### src/hdl/windowed_detection_statistics_macros.svh
// assertion macros for the windowed detection statistics block
`ifndef WINDOWED_DETECTION_STATISTICS_MACROS_SVH
`define WINDOWED_DETECTION_STATISTICS_MACROS_SVH
// property holds at every clock edge while out of reset
`define WDS_ASSERT(label, prop, msg) \
    label: assert property (@(posedge aclk) disable iff (!aresetn) (prop)) else $error(msg);
// implication with the consequent checked in the cycle after the antecedent
`define WDS_ASSERT_NEXT(label, ante, cons, msg) \
    label: assert property (@(posedge aclk) disable iff (!aresetn) (ante) |=> (cons)) \
        else $error(msg);
`endif

### src/hdl/wds_ram.sv
`timescale 1ns / 1ps
// ----------------------------------------------------------------------------
// wds_ram
// generic single-port ram with registered read
// ----------------------------------------------------------------------------
module wds_ram #(
    parameter int unsigned WIDTH = 8,
    parameter int unsigned DEPTH = 256
) (
    input  logic                     aclk,
    input  logic                     we,
    input  logic [$clog2(DEPTH)-1:0] addr,
    input  logic [WIDTH-1:0]         wdata,
    output logic [WIDTH-1:0]         rdata
);
    logic [WIDTH-1:0] mem [DEPTH];

    always_ff @(posedge aclk) begin
        if (we) begin
            mem[addr] <= wdata;
        end
        rdata <= mem[addr];
    end
endmodule

### config.mk
export PLATFORM = sky130hd
export DESIGN_NAME = wds_ram
export DESIGN_NICKNAME = d
export VERILOG_FILES = /design/src/hdl/windowed_detection_statistics_macros.svh /design/src/hdl/wds_ram.sv
export SDC_FILE = /design/constraint.sdc
export NUM_CORES = 2
export LEC_CHECK = 0
export BUFFER_PORTS_ARGS = -buffer_cell sky130_fd_sc_hd__buf_2
export CORE_ASPECT_RATIO = 1.25
export CORE_UTILIZATION = 45
export CTS_CLUSTER_DIAMETER = 30
export DETAILED_ROUTE_END_ITERATION = 10
export PLACE_DENSITY_LB_ADDON = 0.25
export SYNTH_ARGS = -nofsm -noshare
export SYNTH_HDL_FRONTEND = slang
export SYNTH_SLANG_ARGS = --single-unit
### constraint.sdc
create_clock -name aclk -period 3.8 [get_ports aclk]
set_clock_uncertainty 0.15 [all_clocks]
set_input_delay 0.76 -clock aclk [delete_from_list [all_inputs] [get_ports aclk]]
set_output_delay 0.76 -clock aclk [all_outputs]
set_load 0.05 [all_outputs]
==> flow_metrics.py <==
metrics = {
    "cts": {
        "cts.sinks": 2056,
        "h-tree-depth": 5,
        "worstSkewPairLatency_ns": 0.93,
        "path_clk_slew_ns": 0.05,
        "cts_made_buffers": 335,
        "ctsResizeCount": 0,
        "post_cts_buffers": 0,
        "clockBufferDepth": 4,
        "root_buffer": "clkbuf_16",
        "cts_tree": "built",
        "holdBufCountCts": 0,
    },
    "critical_path": {
        "startpoint": "addr[0]",
        "required_ns": 4.41,
        "rr_startpoint": "mem[252][7]",
        "worst_setup_path_start_kind": "input pin",
        "crit_path_max_fanout": 25,
        "cp-end-kind": "register",
        "crit_type": "in2reg",
        "arrival_ns": 4.10,
        "reg2reg_slack_ns": 0.56,
        "r2r_cells": 6,
        "crit_end": "rdata[6]",
        "reg2reg_to": "rdata[7]",
    },
    "global_routing": {
        "antenna_found_initial": 4,
        "grt_usage": 0.2270,
        "grt_pass1_vias": 40730,
        "grt_pass1_wl_um": 287300,
        "overflow": 0,
        "grt_max_degree": 110,
    },
    "place": {
        "place_ws_ns": -0.6490,
        "post-dp-hpwl_um": 123000,
        "post-place-cells": 6169,
        "place_congestion": 0.8286,
        "portBuffers": 25,
    },
    "sta": {
        "finalSetupViolations": 0,
        "min_period_ns": 3.496,
        "drv_slew": 0,
        "max_clock_freq_mhz": 286.1,
        "fin_hold_ws_ns": 0.1556,
        "hold_viol_final": 0,
        "tightestPinTransition_ns": 1.356,
        "setup_ws_ns": 0.3045,
        "rsz0062_at_grt": "no",
        "relSlewSlack": 0.08449,
        "period_share": 0.9199,
    },
    "power_and_ir_drop": {
        "p_leak_nw": 30.97,
        "p_sw_frac": 0.2151,
        "internal_power_mw": 45.10,
        "p_clk_frac": 0.524,
        "ir_drop_uv": 416.9,
        "p_sw_mw": 12.36,
        "combPwrFrac": 0.040,
        "power_density_nw_per_um2": 596.5,
        "sequentialPowerShare": 0.436,
    },
    "drt": {
        "vias": 39320,
        "vias_per_cell": 5.813,
        "drtIter0Drc": 3967,
        "drt-pass1-iter-count": 5,
        "ant_nets": 0,
        "drc": 0,
        "routed_wl_um": 198200,
        "wl_per_cell_um": 29.29,
    },
    "finish": {
        "stdcell_count": 6765,
        "fill_cells": 12850,
        "nets": 4189,
        "area_growth_pct": 22.72,
        "drive_gt1_frac": 0.3600,
        "final_core_util": 0.5552,
    },
    "synth": {
        "syn_nets": 3565,
        "avgSynthCellArea_um2": 22.13,
        "synthCells": 3547,
        "yosysSeqAreaShare": 0.7855,
        "ys_ff_latch": 2056,
        "synth_cell_types": 22,
        "yosys_warnings": 0,
        "syn_area_um2": 78490,
    },
    "worst_hold_path": {
        "hold_depth": 1,
        "worstHoldPathType": "in2reg",
        "hold_start": "wdata[2]",
    },
    "die": {
        "fp.dieH_um": 468.9,
        "core_um2": 173500,
        "row_count": 171,
        "io_pins": 26,
        "die_w_um": 375.6,
        "die_area_um2": 176100,
        "start_util": 0.4524,
    },
    "status": {
        "status": "finished clean",
    },
    "run": {
        "max_cap_viol_count": 0,
    },
}
[sequential cells by signal (all words and copies together), names as in the netlist]
signal / flops
mem: 2048
rdata: 8
[final cells by class]
cell class | count | area [µm²] | share of cell area
clock inverters | 231 | 2592 | 0.02691
repair buffers | 519 | 4695 | 0.04873
diodes | 2 | 5.005 | 0.00005195
clock buffers | 363 | 8667 | 0.08997
flip-flops and latches | 2056 | 61660 | 0.6401
multi-input cells | 1258 | 15790 | 0.1639
well taps | 2335 | 2922 | 0.03033
inverters | 1 | 3.754 | 0.00003897
[synthesized netlist by cell type]
| cell type | instances | area share |
|---|---|---|
| buf_6 | 16 | 0.0023 |
| dfxtp_1 | 8 | 0.0020 |
| buf_4 | 16 | 0.0015 |
| clkbuf_1 | 145 | 0.0069 |
| nand2_1 | 28 | 0.0013 |
| nor2_1 | 232 | 0.011 |
| inv_1 | 1 | 0.000048 |
| or2_2 | 2 | 0.00016 |
| nand4_1 | 8 | 0.00064 |
| nor3_1 | 30 | 0.0019 |
| buf_1 | 19 | 0.00091 |
| buf_2 | 36 | 0.0023 |
| edfxtp_1 | 2048 | 0.78 |
| nand3_1 | 13 | 0.00083 |
| a21oi_1 | 128 | 0.0082 |
| and2_1 | 3 | 0.00024 |
| nand2b_1 | 6 | 0.00048 |
| o41ai_1 | 32 | 0.0036 |
| a22oi_1 | 256 | 0.024 |
| or3_1 | 1 | 0.000080 |
| nor2b_1 | 7 | 0.00056 |
| mux4_2 | 512 | 0.15 |
[how the worst min path moves through the flow]
| stage | end | slack [ns] |
|---|---|---|
| 5_1_grt | mem[226][2] | 0.15 |
| 4_1_cts | mem[161][0] | 0.12 |
| 3_3_place_gp | rdata[4] | 0.75 |
| 6_report | mem[230][2] | 0.16 |
| 3_5_place_dp | rdata[4] | 0.78 |
| 2_1_floorplan | rdata[0] | 0.67 |
[per-stage QoR]
step / instance area, µm² / setup TNS, ns / power [mW]
2_1_floorplan: 78490 / 0 / 26.65
3_3_place_gp: 85050 / -3.992 / 27.81
3_5_place_dp: 85070 / -2.570 / 27.84
4_1_cts: 96320 / 0 / 57.86
5_1_grt: 96330 / 0 / 58.85
6_report: 96330 / 0 / 57.46
[power by group through the flow]
stage | Combinational [mW] | Clock (mW) | Sequential [mW]
finish | 2.31 | 30.1 | 25.1
global route | 2.43 | 31.4 | 25.0
CTS | 2.34 | 30.5 | 25.1
detailed placement | 2.33 | 0 | 25.5
global placement | 2.31 | 0 | 25.5
floorplan | 1.11 | 0 | 25.5
[kinds of logic (layout without fill, tap and decap cells)]
kind of cell           after synthesis  count (layout)  share of synthesized area
other                                0               2                          0
DFF                               2056            2056                     0.7855
and+or+nand+nor                    330             330                    0.01733
muxes                              512             512                     0.1469
buffers and inverters              233            1114                    0.01401
AOI/OAI and AO/OA                  416             416                    0.03622
[cells in the final DEF, fill, tap and decap left out, types with 5 or more instances in the layout]
cell type   count
a21oi_1       128
a22oi_1       256
buf_12         61
buf_2          16
buf_4         432
buf_8          10
bufinv_16      37
clkbuf_1       18
clkbuf_16     342
clkinv_1       25
clkinv_2       31
clkinv_4       29
clkinvlp_4     41
dfxtp_1         8
edfxtp_1     2048
inv_6          46
inv_8          18
mux4_2        512
nand2_1        28
nand3_1        10
nand4_1         8
nor2_1        231
nor2b_1         5
nor3_1         30
o41ai_1        31
[per-layer routing]
layer | up-vias | routed length (µm) | global-route usage
met4 | 4 | 5583 | 0.07520
met2 | 1600 | 101200 | 0.3861
met3 | 336 | 13540 | 0.03751
met5 | - | 28 | 0
li1 | 16430 | - | -
met1 | 20950 | 77760 | 0.2988
[critical path, cell delays in order]
cell,delay [ns]
buf_8,0.30
buf_12,0.27
buf_4,0.25
mux4_2,0.57
a22oi_1,0.25
a21oi_1,0.19
o41ai_1,1.05
buf_4,0.29
nand4_1,0.10
Note: power is estimated with default switching activity, not from simulation.
